<file path="src/sv/lgs_pkg.sv">
// Shared types and constants for the life generation step block.
// No dependencies; every other file of the block imports this package.
`timescale 1ns / 1ps
`default_nettype none

package lgs_pkg;

	// Default board limits, handed to the top level as parameter defaults.
	localparam int MAX_WIDTH_DEF  = 64;
	localparam int MAX_HEIGHT_DEF = 64;

	// Width of the board size registers and of the pattern size fields.
	localparam int DIM_W = 7;
	localparam logic [DIM_W-1:0] DIM_RESET = 7'd64;

	// Configuration register indexes.
	localparam int CFG_IDX_W = 2;
	localparam logic [CFG_IDX_W-1:0] CFG_BOARD_WIDTH  = 2'd0;
	localparam logic [CFG_IDX_W-1:0] CFG_BOARD_HEIGHT = 2'd1;

	// Command opcodes; the fourth code does nothing.
	localparam logic [1:0] OP_WRITE = 2'd0;
	localparam logic [1:0] OP_STEP  = 2'd1;
	localparam logic [1:0] OP_READ  = 2'd2;

	// One command request.
	typedef struct packed {
		logic [1:0]       opcode;
		logic [5:0]       pos_x;
		logic [5:0]       pos_y;
		logic [5:0]       pat_col;
		logic [5:0]       pat_row;
		logic [DIM_W-1:0] pat_width;
		logic [DIM_W-1:0] pat_height;
		logic             cell_value;
	} cmd_t;

	// One result request.
	typedef struct packed {
		logic read_value;
		logic accepted;
	} res_t;

	// Board memory port strobes.
	typedef struct packed {
		logic rd_en;
		logic wr_en;
	} mem_ctl_t;

	// Sequencer states.
	typedef enum logic [2:0] {
		ST_IDLE,
		ST_CELL_WR,
		ST_RD_PICK,
		ST_GEN_FIRST,
		ST_GEN_ROW,
		ST_DONE
	} state_t;

endpackage

`default_nettype wire

</file>
<file path="src/sv/lgs_board_mem.sv">
// Board row memory: one row per entry, one read and one write port, registered read.
// Per-row valid bits make never-written rows read as all dead. Depends on lgs_pkg.
`timescale 1ns / 1ps
`default_nettype none

module lgs_board_mem
	import lgs_pkg::*;
#(
	parameter int MAX_WIDTH  = MAX_WIDTH_DEF,
	parameter int MAX_HEIGHT = MAX_HEIGHT_DEF,
	localparam int RW = $clog2(MAX_HEIGHT)
) (
	input  wire logic                 clk,
	input  wire logic                 arst_n,
	input  wire mem_ctl_t             ctl,
	input  wire logic [RW-1:0]        rd_addr,
	input  wire logic [RW-1:0]        wr_addr,
	input  wire logic [MAX_WIDTH-1:0] wr_data,
	output logic      [MAX_WIDTH-1:0] rd_data
);

	logic [MAX_WIDTH-1:0]  mem_q [MAX_HEIGHT];
	logic [MAX_HEIGHT-1:0] row_valid_q;
	logic [MAX_WIDTH-1:0]  rd_raw_s1;
	logic                  rd_valid_s1;

	// Row storage and the registered read port.
	always_ff @(posedge clk) begin
		if (ctl.wr_en) begin
			mem_q[wr_addr] <= wr_data;
		end
		if (ctl.rd_en) begin
			rd_raw_s1 <= mem_q[rd_addr];
		end
	end

	// A row becomes valid on its first write; reset marks every row dead.
	always_ff @(posedge clk or negedge arst_n) begin
		if (!arst_n) begin
			row_valid_q <= '0;
			rd_valid_s1 <= 1'b0;
		end else begin
			if (ctl.wr_en) begin
				row_valid_q[wr_addr] <= 1'b1;
			end
			if (ctl.rd_en) begin
				rd_valid_s1 <= row_valid_q[rd_addr];
			end
		end
	end

	// A row that was never written reads as all dead.
	assign rd_data = rd_valid_s1 ? rd_raw_s1 : '0;

`ifndef SYNTH
	// The sequencer never reads the row it writes in the same cycle.
	a_no_same_row: assert property (@(posedge clk) disable iff (!arst_n)
		(ctl.rd_en && ctl.wr_en) |-> (rd_addr != wr_addr))
		else $error("board memory read and write hit the same row");

	// Addresses stay on the board.
	a_addr_range: assert property (@(posedge clk) disable iff (!arst_n)
		(ctl.rd_en || ctl.wr_en) |->
		((32'(rd_addr) < MAX_HEIGHT) || !ctl.rd_en) && ((32'(wr_addr) < MAX_HEIGHT) || !ctl.wr_en))
		else $error("board memory address beyond the last row");

	// A written row is valid from the next cycle on.
	a_row_valid: assert property (@(posedge clk) disable iff (!arst_n)
		ctl.wr_en |=> row_valid_q[$past(wr_addr)])
		else $error("written row not marked valid");
`endif

endmodule

`default_nettype wire

</file>
<file path="config.mk">
export PLATFORM = sky130hd
export DESIGN_NAME = lgs_board_mem
export DESIGN_NICKNAME = d
export VERILOG_FILES = /design/src/sv/lgs_pkg.sv /design/src/sv/lgs_board_mem.sv
export SDC_FILE = /design/constraint.sdc
export NUM_CORES = 2
export LEC_CHECK = 0
export BUFFER_PORTS_ARGS = -buffer_cell sky130_fd_sc_hd__buf_2
export CORE_ASPECT_RATIO = 0.9
export CORE_MARGIN = 2
export CORE_UTILIZATION = 25
export CTS_BUF_LIST = sky130_fd_sc_hd__clkbuf_4 sky130_fd_sc_hd__clkbuf_8
export DETAILED_ROUTE_END_ITERATION = 8
export GPL_TIMING_DRIVEN = 1
export HOLD_SLACK_MARGIN = 0.03
export PLACE_DENSITY = 0.34
export SYNTH_ARGS = -nofsm -noshare
export SYNTH_HDL_FRONTEND = slang
export SYNTH_SLANG_ARGS = --single-unit
</file>
<file path="constraint.sdc">
create_clock -name clk -period 2.13 [get_ports clk]
set_clock_uncertainty 0.05 [all_clocks]
set_input_delay 0.426 -clock clk [delete_from_list [all_inputs] [get_ports clk]]
set_output_delay 0.426 -clock clk [all_outputs]
set_load 0.02 [all_outputs]
</file>
==> metrics.cfg <==
[grt]
track_usage_pct = 17.20
antenna_found_initial = 62
grt_pass1_vias = 84510
grt_pass1_wl_um = 761100
grt-ovfl-total = 0
grt_start_max_net_pins = 65

[setup_path]
path_max_fanout = 1
r2r_end = rd_raw_s1[52]
crit_path_end = rd_data[8]
ff2ff_setup_slack_ps = -120
startpoint_type = flop
r2r-start = mem_q[58][52]
reg2regPathDepth = 4
worst_ep_required_time_ps = 1650
worstPathArrival_ps = 2620
endpoint_kind = output pin
criticalPathCategory = flop to output pin
critPathLaunch = rd_raw_s1[8]

[placed_design]
numPortBuffers = 143
place_area_um2 = 188200
dp_hpwl_um = 361200
gp_congestion = 0.7392

[sta]
slew_viol_final = 0
period_minus_slack_ps = 3097
whs_ps = 201.7
rsz0062_at_grt = yes
max_freq_mhz = 322.9
max_slew.worst_pin.slew_ps = 1008
setup_slack_ps = -967.3
setup_violations = 87
slew_headroom_pct = 32.79
hold_violations = 0
post-route-period-util_pct = 145.4

[routing]
drt_pass1_iterations = 6
viasPerCell = 4.531
wl_per_cell_um = 32.67
routed_wl_um = 566200
drc = 0
antenna_left = 0
first_iter_violations = 7319
route.vias.total = 78530

[synthesis]
synth-seq-cells = 4225
synth-main-ff-cell = edfxtp_1
synth_fp_nets = 6390
yosys_warnings = 0
syn_inst = 6310
ys_seq_area_share_pct = 79.20
synth_area_per_cell_um2 = 25.32
yosysUniqueCellTypes = 29
ys_async_sr_fraction_pct = 1.538
synth_area_leader_cell = edfxtp_1
netlist_area_um2 = 159800
ys_top_cells_by_area = edfxtp_1 78%, mux4_2 18%, dfrtp_1 1.0%
synth_top_area_share_pct = 78.19
synth_edf_count = 4160
synth_commonest_cells = 4160 x edfxtp_1, 1289 x mux4_2, 182 x clkbuf_1
yosysMostFrequentCell = edfxtp_1

[flow_run]
drv_cap = 0

[clock_tree]
clk_pin_slew_worst_paths_ps = 60
numClockSinks = 4225
clk_path_buf_depth = 4
cts_buffers = 732
root_buffer = clkbuf_8
cts_tree = built
clk-insertion-delay-late_ps = 1270
htreeDepth = 6

[floorplan]
start_util_pct = 25.09
dieArea_um2 = 645500
dieWidth_um = 846.7
pin_count = 144
die_y_um = 762.4
rows = 278
core_um2 = 636900

[power]
pwr_density_cell_nw_per_um2 = 869.8
p_leak_uw = 0.06539
ir_drop_mv = 0.6784

[worst_hold_path]
hold_path.class = primary input to flop

[final_layout]
design_area_um2 = 205000
nets = 8279
drive_gt1_share_pct = 46.99
num-fill-cells = 60280
synthToLayoutAreaGrowth_pct = 28.28

[run_status]
outcome = finished with violations
violations = negative setup slack

[how the worst min path moves through the flow]
stage / start / to / depth (start not counted)
finish: rd_addr[2] / rd_raw_s1[62] / 5
global route: rd_addr[2] / rd_raw_s1[62] / 5
CTS: wr_data[43] / mem_q[45][43] / 3
detailed placement: row_valid_q[28] / row_valid_q[28] / 1
global placement: arst_n / rd_valid_s1 / 1
floorplan: arst_n / rd_valid_s1 / 0
[routing by layer]
layer  vias up  routed length [um]  track usage, %
li1      31580                   -               -
met1     44210              257600           24.23
met2      2058              276900           28.90
met3       676               22920           2.307
met4        10                8764           2.847
met5         -                  69               0
[area by class of cell]
cell class / instances / area (um2) / area share (%)
clock inverters: 311 / 2016 / 0.9835
diodes: 8 / 20.02 / 0.009768
multi-input cells: 1748 / 33080 / 16.14
repair buffers: 1489 / 20340 / 9.925
clock buffers: 1006 / 12250 / 5.977
inverters: 3 / 11.26 / 0.005494
well taps: 8540 / 10690 / 5.213
flip-flops and latches: 4225 / 126600 / 61.75
[critical path: stages, from the launching register on]
cell and delay (ps):
edfxtp_1 970, and2_1 250, buf_6 120
[state kept, by name (all words and copies together) (netlist names)]
signal / flops
mem_q: 4096
rd_valid_s1: 1
row_valid_q: 64
rd_raw_s1: 64
[cell families after synthesis]
group	share of synthesized area, %
flops	79.20
mux	18.30
buf+inv	0.8998
simple gates	0.9476
compound gates	0.6531
[stage by stage]
step | worst slack [ps] | std cells | TNS [ps] | total power (uW) | util (%)
6_report | -967.3 | 17330 | -51010 | 178300 | 32.18
5_1_grt | -1057 | 17320 | -61550 | 185100 | 32.18
4_1_cts | -1186 | 17330 | -77690 | 181300 | 32.16
3_5_place_dp | -1483 | 15900 | -371550 | 105600 | 29.55
3_3_place_gp | -1498 | 15900 | -424380 | 105500 | 29.55
2_1_floorplan | -996.4 | 6310 | -2578160 | 99200 | -
[where the power goes]
part	internal (uW)	total (uW)	switching, uW
clock	39100	74000	34900
sequential	92300	92900	566
combinational	5320	11400	6110
total	137000	178000	41600
[placed cells by master (no fill, tap or decap), types with 70 or more instances in the layout]
cell / instances
clkinv_1: 173
buf_12: 692
buf_2: 74
mux4_2: 1289
buf_4: 516
clkinv_2: 70
buf_6: 86
clkbuf_8: 751
dlygate4sd3_1: 113
edfxtp_1: 4160
a22oi_2: 86
clkbuf_4: 255
[what timing repair did]
item	in CTS	in global routing
hold buffers	116	0
pin swaps	64	20
buffers inserted	9	4
endpoints found under the setup margin	114	181
endpoints found under the hold margin	5840	0
cloned	6	0
gates resized for setup	295	62
(Power assumes the default switching activity.)
