## config.mk

```make
export PLATFORM = sky130hd
export DESIGN_NAME = lgs_row_calc
export DESIGN_NICKNAME = d
export VERILOG_FILES = /design/src/sv/lgs_pkg.sv /design/src/sv/lgs_row_calc.sv
export SDC_FILE = /design/constraint.sdc
export NUM_CORES = 1
export LEC_CHECK = 0
export BUFFER_PORTS_ARGS = -buffer_cell sky130_fd_sc_hd__buf_2
export CORE_MARGIN = 1.5
export CORE_UTILIZATION = 25
export DETAILED_ROUTE_END_ITERATION = 8
export GPL_ROUTABILITY_DRIVEN = 0
export MAX_ROUTING_LAYER = met4
export PLACE_DENSITY = 0.5
export RECOVER_POWER = 25
export REMOVE_ABC_BUFFERS = 1
export SETUP_SLACK_MARGIN = 0.5
export SLEW_MARGIN = 20
export SYNTH_ARGS = -nofsm -noshare
export SYNTH_HDL_FRONTEND = slang
export SYNTH_SLANG_ARGS = --single-unit
```

## constraint.sdc

```tcl
create_clock -name vclk -period 6.12
set_clock_uncertainty 0.1 [all_clocks]
set_input_delay 0.612 -clock vclk [all_inputs]
set_output_delay 0.612 -clock vclk [all_outputs]
set_load 0.005 [all_outputs]
```

## src/sv/lgs_pkg.sv

```systemverilog
// Shared types and constants for the life generation step block.
// No dependencies; every other file of the block imports this package.
`timescale 1ns / 1ps
`default_nettype none

package lgs_pkg;

	// Default board limits, handed to the top level as parameter defaults.
	localparam int MAX_WIDTH_DEF  = 64;
	localparam int MAX_HEIGHT_DEF = 64;

	// Width of the board size registers and of the pattern size fields.
	localparam int DIM_W = 7;
	localparam logic [DIM_W-1:0] DIM_RESET = 7'd64;

	// Configuration register indexes.
	localparam int CFG_IDX_W = 2;
	localparam logic [CFG_IDX_W-1:0] CFG_BOARD_WIDTH  = 2'd0;
	localparam logic [CFG_IDX_W-1:0] CFG_BOARD_HEIGHT = 2'd1;

	// Command opcodes; the fourth code does nothing.
	localparam logic [1:0] OP_WRITE = 2'd0;
	localparam logic [1:0] OP_STEP  = 2'd1;
	localparam logic [1:0] OP_READ  = 2'd2;

	// One command request.
	typedef struct packed {
		logic [1:0]       opcode;
		logic [5:0]       pos_x;
		logic [5:0]       pos_y;
		logic [5:0]       pat_col;
		logic [5:0]       pat_row;
		logic [DIM_W-1:0] pat_width;
		logic [DIM_W-1:0] pat_height;
		logic             cell_value;
	} cmd_t;

	// One result request.
	typedef struct packed {
		logic read_value;
		logic accepted;
	} res_t;

	// Board memory port strobes.
	typedef struct packed {
		logic rd_en;
		logic wr_en;
	} mem_ctl_t;

	// Sequencer states.
	typedef enum logic [2:0] {
		ST_IDLE,
		ST_CELL_WR,
		ST_RD_PICK,
		ST_GEN_FIRST,
		ST_GEN_ROW,
		ST_DONE
	} state_t;

endpackage

`default_nettype wire

```

## src/sv/lgs_row_calc.sv

```systemverilog
// One board row through the B3/S23 rule, from the old rows above, current and below.
// Columns at or beyond the width in use keep their value. Depends on lgs_pkg.
`timescale 1ns / 1ps
`default_nettype none

module lgs_row_calc
	import lgs_pkg::*;
#(
	parameter int MAX_WIDTH = MAX_WIDTH_DEF
) (
	input  wire logic [MAX_WIDTH-1:0] above,
	input  wire logic [MAX_WIDTH-1:0] cur,
	input  wire logic [MAX_WIDTH-1:0] below,
	input  wire logic [DIM_W-1:0]     width,
	output logic      [MAX_WIDTH-1:0] new_row
);

	localparam logic [3:0] NBR_KEEP  = 4'd2;
	localparam logic [3:0] NBR_BIRTH = 4'd3;

	logic [MAX_WIDTH-1:0] col_mask;
	logic [MAX_WIDTH-1:0] a_m, c_m, b_m;
	logic [MAX_WIDTH-1:0] a_l, a_r, c_l, c_r, b_l, b_r;
	logic [3:0]           nbr_cnt [MAX_WIDTH];

	// Columns in use; cells beyond them never count as neighbors.
	always_comb begin
		for (int x = 0; x < MAX_WIDTH; x++) begin
			col_mask[x] = ({1'b0, width} > 8'(x));
		end
	end

	// Left and right neighbors by shifting the masked rows; the edges shift in dead cells.
	always_comb begin
		a_m = above & col_mask;
		c_m = cur & col_mask;
		b_m = below & col_mask;
		a_l = a_m << 1;
		a_r = a_m >> 1;
		c_l = c_m << 1;
		c_r = c_m >> 1;
		b_l = b_m << 1;
		b_r = b_m >> 1;
	end

	// Neighbor count and rule for every column.
	always_comb begin
		for (int x = 0; x < MAX_WIDTH; x++) begin
			nbr_cnt[x] = 4'(a_l[x]) + 4'(a_m[x]) + 4'(a_r[x]) + 4'(c_l[x]) + 4'(c_r[x])
				+ 4'(b_l[x]) + 4'(b_m[x]) + 4'(b_r[x]);
			if (col_mask[x]) begin
				new_row[x] = (nbr_cnt[x] == NBR_BIRTH) || (cur[x] && (nbr_cnt[x] == NBR_KEEP));
			end else begin
				new_row[x] = cur[x];
			end
		end
	end

endmodule

`default_nettype wire

```

==> flow_summary_export.csv, run 1 <==
group,metric,value,unit
timing,period_share,91.7,%
setup_path,critPathArrivalTime,4.90,ns
placement,dpl_worst_slack,0.197,ns
setup_path,critPathKind,"in2out",
setup_path,start_kind,"input pin",
timing,tightest_slew,0.735,ns
final_layout,clkbuf_count,0,
pwr,p_leak,8.20,nW
global_routing,grt-ovfl-total,0,
hold_path,hold-path-cell-count,3,
run,max_cap_violations,0,
global_routing,grt_first_pass_wirelength,67400,µm
synthesis,syn_area,0.0132,mm²
setup_path,cp_max_fo,10,
run_status,outcome,"completed",
setup_path,crit_end,"new_row[35]",
drt,routed_wl,43100,µm
final_layout,areaGrowthSynthToFinish,20.3,%
die,die_h,233,µm
hold_path,hp-class,"in2out",
die,rows,83,
final_layout,fin_util,30.7,%
setup_path,critPathRequiredTime,5.41,ns
clock_network,ctsHoldBuffers,0,
pwr,switchingPower,0.00153,W
die,die-area,0.0541,mm²
drt,final_antenna_net_count,0,
pwr,intPower,0.00132,W
die,ios,263,
global_routing,first_global_vias,12490,
timing,fin_crit,5.61,ns
final_layout,finalNetCount,2409,
synthesis,ys.warnings.count,0,
drt,vias,11541,
final_layout,seq_area,0,µm²
drt,remaining_drc_errors,0,
synthesis,avgSynthCellArea,8.85,µm²
final_layout,final-instance-count-excl-fill,2463,
timing,holdWs,1.43,ns
setup_path,end_kind,"output pin",
pwr,seqPwrFrac,0,%
final_layout,drive_gt1_share,20.5,%
pwr,pwr-share-clk,0,%
synthesis,seq_area_frac_synth,0,%
die,start_util,25.5,%
timing,max_freq,0.178,GHz
placement,dp_hpwl,38800,µm
pwr,power.share.combinational,100.0,%
global_routing,antenna_found_initial,16,
timing,hold_viol_final,0,
pwr,switching_share,53.6,%
timing,fin_ws,0.511,ns
placement,dp_cells,2439,
final_layout,seq_cells,0,
global_routing,grt_max_degree,28,
drt,viasPerCell,4.69,
timing,relSlewSlack,49.7,%
pwr,ir_drop,0.0000766,V
global_routing,track_usage,16.3,%
die,coreArea,0.0517,mm²
synthesis,synth.distinct_cells,59,
pwr,p_per_area,180,mW/mm²
synthesis,synthCells,1489,
timing,tns,0,ns
timing,finalMaxSlewViolations,0,
drt,dr.pass1.iters,5,
setup_path,startpoint,"width[1]",
die,die_w,233,µm
timing,setup_viol,0,
drt,wl_per_cell,17.5,µm
placement,portBuffers,263,
timing,rsz0062_at_grt,"yes",
drt,drt_iter0_drc,459,
cell families (layout without fill, tap and decap cells):
family / Yosys count / count (layout) / share of synthesized area, %
other: 0 / 15 / 0
AOI/OAI and AO/OA: 256 / 256 / 13.0
adders and majority gates: 440 / 440 / 56.2
and+or+nand+nor: 522 / 522 / 22.7
buffers and inverters: 271 / 550 / 8.15
what timing repair did:
item                                    in CTS  in global routing
gates resized for setup                     21                 40
gates cloned                                 0                  2
buffers inserted                             1                  6
endpoints found under the setup margin      46                 44
pin swaps                                    3                 10
how the worst min path moves through the flow:
stage | start | end | slack, ns
after floorplan | width[6] | new_row[63] | 1.18
after global placement | cur[59] | new_row[59] | 1.42
after detailed placement | cur[59] | new_row[59] | 1.43
after CTS | cur[13] | new_row[13] | 1.43
after global routing | cur[13] | new_row[13] | 1.44
final | cur[59] | new_row[59] | 1.43
synth_stat cells, drive strengths merged (4+ instances only):
cell type / count / area share [%]
a22oi: 24 / 1.4
nor2b: 8 / 0.38
a21boi: 11 / 0.63
a21oi: 91 / 3.5
and4b: 35 / 2.7
a21o: 27 / 1.5
a31oi: 9 / 0.43
and3: 15 / 0.71
a32oi: 10 / 0.66
clkbuf: 12 / 0.34
ha: 188 / 18
a211oi: 7 / 0.40
fa: 252 / 38
nor3: 4 / 0.19
a2bb2oi: 11 / 0.73
nand2b: 5 / 0.24
and2: 122 / 5.8
nor2: 33 / 0.94
a221oi: 5 / 0.33
o21ai: 25 / 0.95
o32a: 10 / 0.76
nand2: 196 / 5.6
a31o: 4 / 0.27
nand4b: 26 / 1.7
nand4: 8 / 0.38
nor3b: 33 / 1.9
a211o: 5 / 0.33
or2: 8 / 0.38
nand3: 9 / 0.34
inv: 231 / 6.6
buf: 28 / 1.2
or4: 5 / 0.37
or3b: 7 / 0.47
critical path, stage by stage:
cell and delay [ns]:
buf_6 0.15, clkbuf_1 0.35, a211oi_2 0.22, a21oi_1 0.42
nand2_1 0.21, fa_1 0.53, inv_1 0.05, fa_1 0.50
inv_1 0.05, fa_1 0.48, inv_1 0.04, ha_1 0.20
fa_1 0.50, and4b_1 0.20, a22oi_1 0.07, a21oi_1 0.14
buf_2 0.17
power by group through the flow:
stage	registers [W]	logic, W	clock network (W)
after CTS	0	0.00286	0
after global placement	0	0.00272	0
after floorplan	0	0.00193	0
after global routing	0	0.00333	0.000000000328
final	0	0.00286	0.000000000328
after detailed placement	0	0.00284	0
through the flow:
step | instance area [µm²] | power, W
6_report | 15900 | 0.00286
5_1_grt | 15900 | 0.00333
4_1_cts | 15600 | 0.00286
3_5_place_dp | 15500 | 0.00284
3_3_place_gp | 15500 | 0.00272
2_1_floorplan | 13000 | 0.00193
per-layer routing:
layer  up-vias  track usage, %  wire length (µm)
met5         -               -                 0
met4         0            1.75               590
met3        32            2.92              2590
met2       243            27.3             20300
met1      5629            21.1             19700
li1       5637               -                 -
cell usage in the layout, fill, tap and decap left out, types with 6 or more instances in the layout:
cell / synthesis / final
and3_1: 15 / 14
nand4_1: 8 / 8
a21boi_0: 11 / 11
diode_2: 0 / 15
o32a_1: 10 / 10
a2bb2oi_1: 11 / 10
a211oi_1: 7 / 6
nand2_1: 195 / 192
and4b_1: 35 / 35
nor2_1: 33 / 31
a31oi_1: 9 / 9
or3b_2: 7 / 7
and2_1: 121 / 116
ha_1: 188 / 188
nand4b_1: 26 / 26
o21ai_0: 22 / 22
buf_6: 2 / 6
a22oi_1: 24 / 23
a21oi_1: 90 / 84
inv_1: 231 / 231
nor3b_1: 33 / 33
fa_1: 252 / 252
nor2b_1: 8 / 8
a32oi_1: 10 / 10
buf_2: 21 / 254
buf_4: 4 / 45
a21oi_2: 1 / 6
nand3_1: 9 / 8
a21o_1: 27 / 25
layout make-up:
| class | count | area [µm²] |
|---|---|---|
| fill | 5565 | 35900 |
| timing repair buffer | 319 | 1870 |
| antenna | 15 | 37.5 |
| multi-input combinational | 1218 | 12200 |
| tap | 680 | 851 |
| inverter | 231 | 867 |
Power figures use the tool's default switching activity.
==> run 2, diff against run 1 <==
--- a/config.mk
+++ b/config.mk
@@ -6,12 +6,14 @@
 export NUM_CORES = 1
 export LEC_CHECK = 0
 export BUFFER_PORTS_ARGS = -buffer_cell sky130_fd_sc_hd__buf_2
+export CELL_PAD_IN_SITES_DETAIL_PLACEMENT = 1
+export CELL_PAD_IN_SITES_GLOBAL_PLACEMENT = 1
 export CORE_MARGIN = 1.5
 export CORE_UTILIZATION = 25
 export DETAILED_ROUTE_END_ITERATION = 8
 export GPL_ROUTABILITY_DRIVEN = 0
 export MAX_ROUTING_LAYER = met4
-export PLACE_DENSITY = 0.5
+export PLACE_DENSITY = 0.6
 export RECOVER_POWER = 25
 export REMOVE_ABC_BUFFERS = 1
 export SETUP_SLACK_MARGIN = 0.5
==> constraint.sdc (replaced) <==
create_clock -name vclk -period 6.6
set_clock_uncertainty 0.1 [all_clocks]
set_input_delay 0.66 -clock vclk [all_inputs]
set_output_delay 0.66 -clock vclk [all_outputs]
set_load 0.005 [all_outputs]
==> run 2 against run 1 <==
  * Routed wire length up 9.4%
  * Global-route usage up 1.7 points
  * Highest routed layer unchanged
  * Via count up 1.8%
  * Core utilization down 0.67 points
  * Worst setup slack worse by 0.15 ns
  * Final cell count down 0.65%
  * Worst hold slack better by 0.10 ns
  * Die area unchanged
  * Critical endpoint is now new_row[2]
==> flow_summary_export.csv, run 2 (synthesis gave the netlist of run 1 again) <==
group,metric,value,unit
placement,dp_cells,2427,
pwr,intPower,0.00122,W
hold_path,hold-path-cell-count,3,
global_routing,track_usage,18.0,%
setup_path,cp_max_fo,26,
pwr,switching_share,54.6,%
drt,remaining_drc_errors,0,
pwr,p_per_area,174,mW/mm²
final_layout,final-instance-count-excl-fill,2447,
hold_path,hp-class,"in2out",
die,die-area,0.0541,mm²
final_layout,drive_gt1_share,18.6,%
drt,vias,11745,
drt,routed_wl,47200,µm
die,die_w,233,µm
timing,max_freq,0.160,GHz
drt,dr.max_layer_used,"met4",
global_routing,grt_max_degree,26,
final_layout,areaGrowthSynthToFinish,17.7,%
hold_path,hold_start,"cur[59]",
setup_path,critPathKind,"in2out",
die,die_h,233,µm
global_routing,grt-ovfl-total,0,
setup_path,end_kind,"output pin",
pwr,ir_drop,0.0000638,V
setup_path,critPathArrivalTime,5.48,ns
final_layout,seq_cells,0,
final_layout,clkbuf_count,0,
drt,wl_met1,20600,µm
drt,wl_per_cell,19.3,µm
run_status,outcome,"completed",
die,coreArea,0.0517,mm²
timing,setup_viol,0,
timing,period_share,94.5,%
drt,dr.pass1.iters,5,
drt,viasPerCell,4.80,
final_layout,finalNetCount,2389,
global_routing,grt_first_pass_wirelength,74100,µm
final_layout,fillerInstances,6179,
run,max_cap_violations,0,
timing,fin_crit,6.24,ns
pwr,p_leak,8.04,nW
pwr,switchingPower,0.00147,W
pwr,pwr-share-clk,0,%
final_layout,seq_area,0,µm²
placement,portBuffers,263,
die,ios,263,
timing,rsz0062_at_grt,"yes",
timing,relSlewSlack,44.4,%
timing,tns,0,ns
drt,drt_iter0_drc,351,
timing,finalMaxSlewViolations,0,
setup_path,start_kind,"input pin",
drt,met3_length,2220,µm
final_layout,fin_util,30.0,%
setup_path,critPathRequiredTime,5.84,ns
final_layout,layout_common_cells,"254 x buf_2, 252 x fa_1, 231 x inv_1, 195 x nand2_1, 188 x ha_1",
die,start_util,25.5,%
placement,dp_hpwl,43000,µm
hold_path,min_to,"new_row[59]",
pwr,power.share.combinational,100.0,%
timing,hold_viol_final,0,
timing,tightest_slew,0.830,ns
drt,final_antenna_net_count,0,
global_routing,first_global_vias,13511,
final_layout,final_common_cell,"buf_2",
drt,met2_length,23900,µm
pwr,seqPwrFrac,0,%
global_routing,antenna_found_initial,17,
die,rows,83,
run 2: worst max-delay path, cell delays in order:
cell and delay (ns):
clkbuf_2 0.39, a21oi_1 0.61, nand2_1 0.25, and2_1 0.28, fa_1 0.53, fa_1 0.54
fa_1 0.42, ha_1 0.23, fa_1 0.52, or3b_2 0.47, a32oi_2 0.37, buf_2 0.19
run 2: power groups by stage:
stage | Clock, W | Sequential [W] | Combinational (W)
global placement | 0 | 0 | 0.00256
CTS | 0 | 0 | 0.00274
detailed placement | 0 | 0 | 0.00272
floorplan | 0 | 0 | 0.00179
finish | 0.000000000108 | 0 | 0.00270
global route | 0.0000000000255 | 0 | 0.00313
run 2: area by class of cell:
cell class	count	area (µm²)	share of cell area [%]
multi-input combinational	1218	12100	78.3
tap	680	851	5.49
inverter	231	867	5.59
timing repair buffer	299	1610	10.4
antenna	19	47.5	0.307
run 2: stage by stage:
stage | hold WS, ns | cell area, µm² | power (W) | setup slack [ns]
6_report | 1.53 | 15500 | 0.00270 | 0.362
5_1_grt | 1.56 | 15500 | 0.00313 | 0.151
4_1_cts | 1.54 | 15400 | 0.00274 | 0.505
3_5_place_dp | 1.54 | 15400 | 0.00272 | 0.421
3_3_place_gp | 1.53 | 15400 | 0.00256 | 0.491
2_1_floorplan | 1.27 | 13000 | 0.00179 | 1.35
run 2: worst max-delay path by stage:
stage              from           to  slack, ns  depth (start not counted)
3_5_place_dp   width[4]   new_row[2]       0.42                         13
6_report       width[2]   new_row[2]       0.36                         12
3_3_place_gp   width[6]  new_row[47]       0.49                         17
4_1_cts        width[1]  new_row[43]       0.51                         16
5_1_grt        width[2]   new_row[2]       0.15                         12
2_1_floorplan  width[4]  new_row[14]       1.35                         13
run 2: what timing repair did:
action                     CTS  global route
setup endpoints to repair    2            21
gates resized for setup      1            17
pin swaps                    1             1
setup buffers                0             1
hold buffers                 0             0
cloned                       0             0
run 2: routing by layer:
| metal | up-vias | GRT usage (%) |
|---|---|---|
| met5 | - | - |
| met4 | 0 | 2.04 |
| met3 | 20 | 2.12 |
| met2 | 194 | 32.0 |
| met1 | 5949 | 22.5 |
| li1 | 5582 | - |
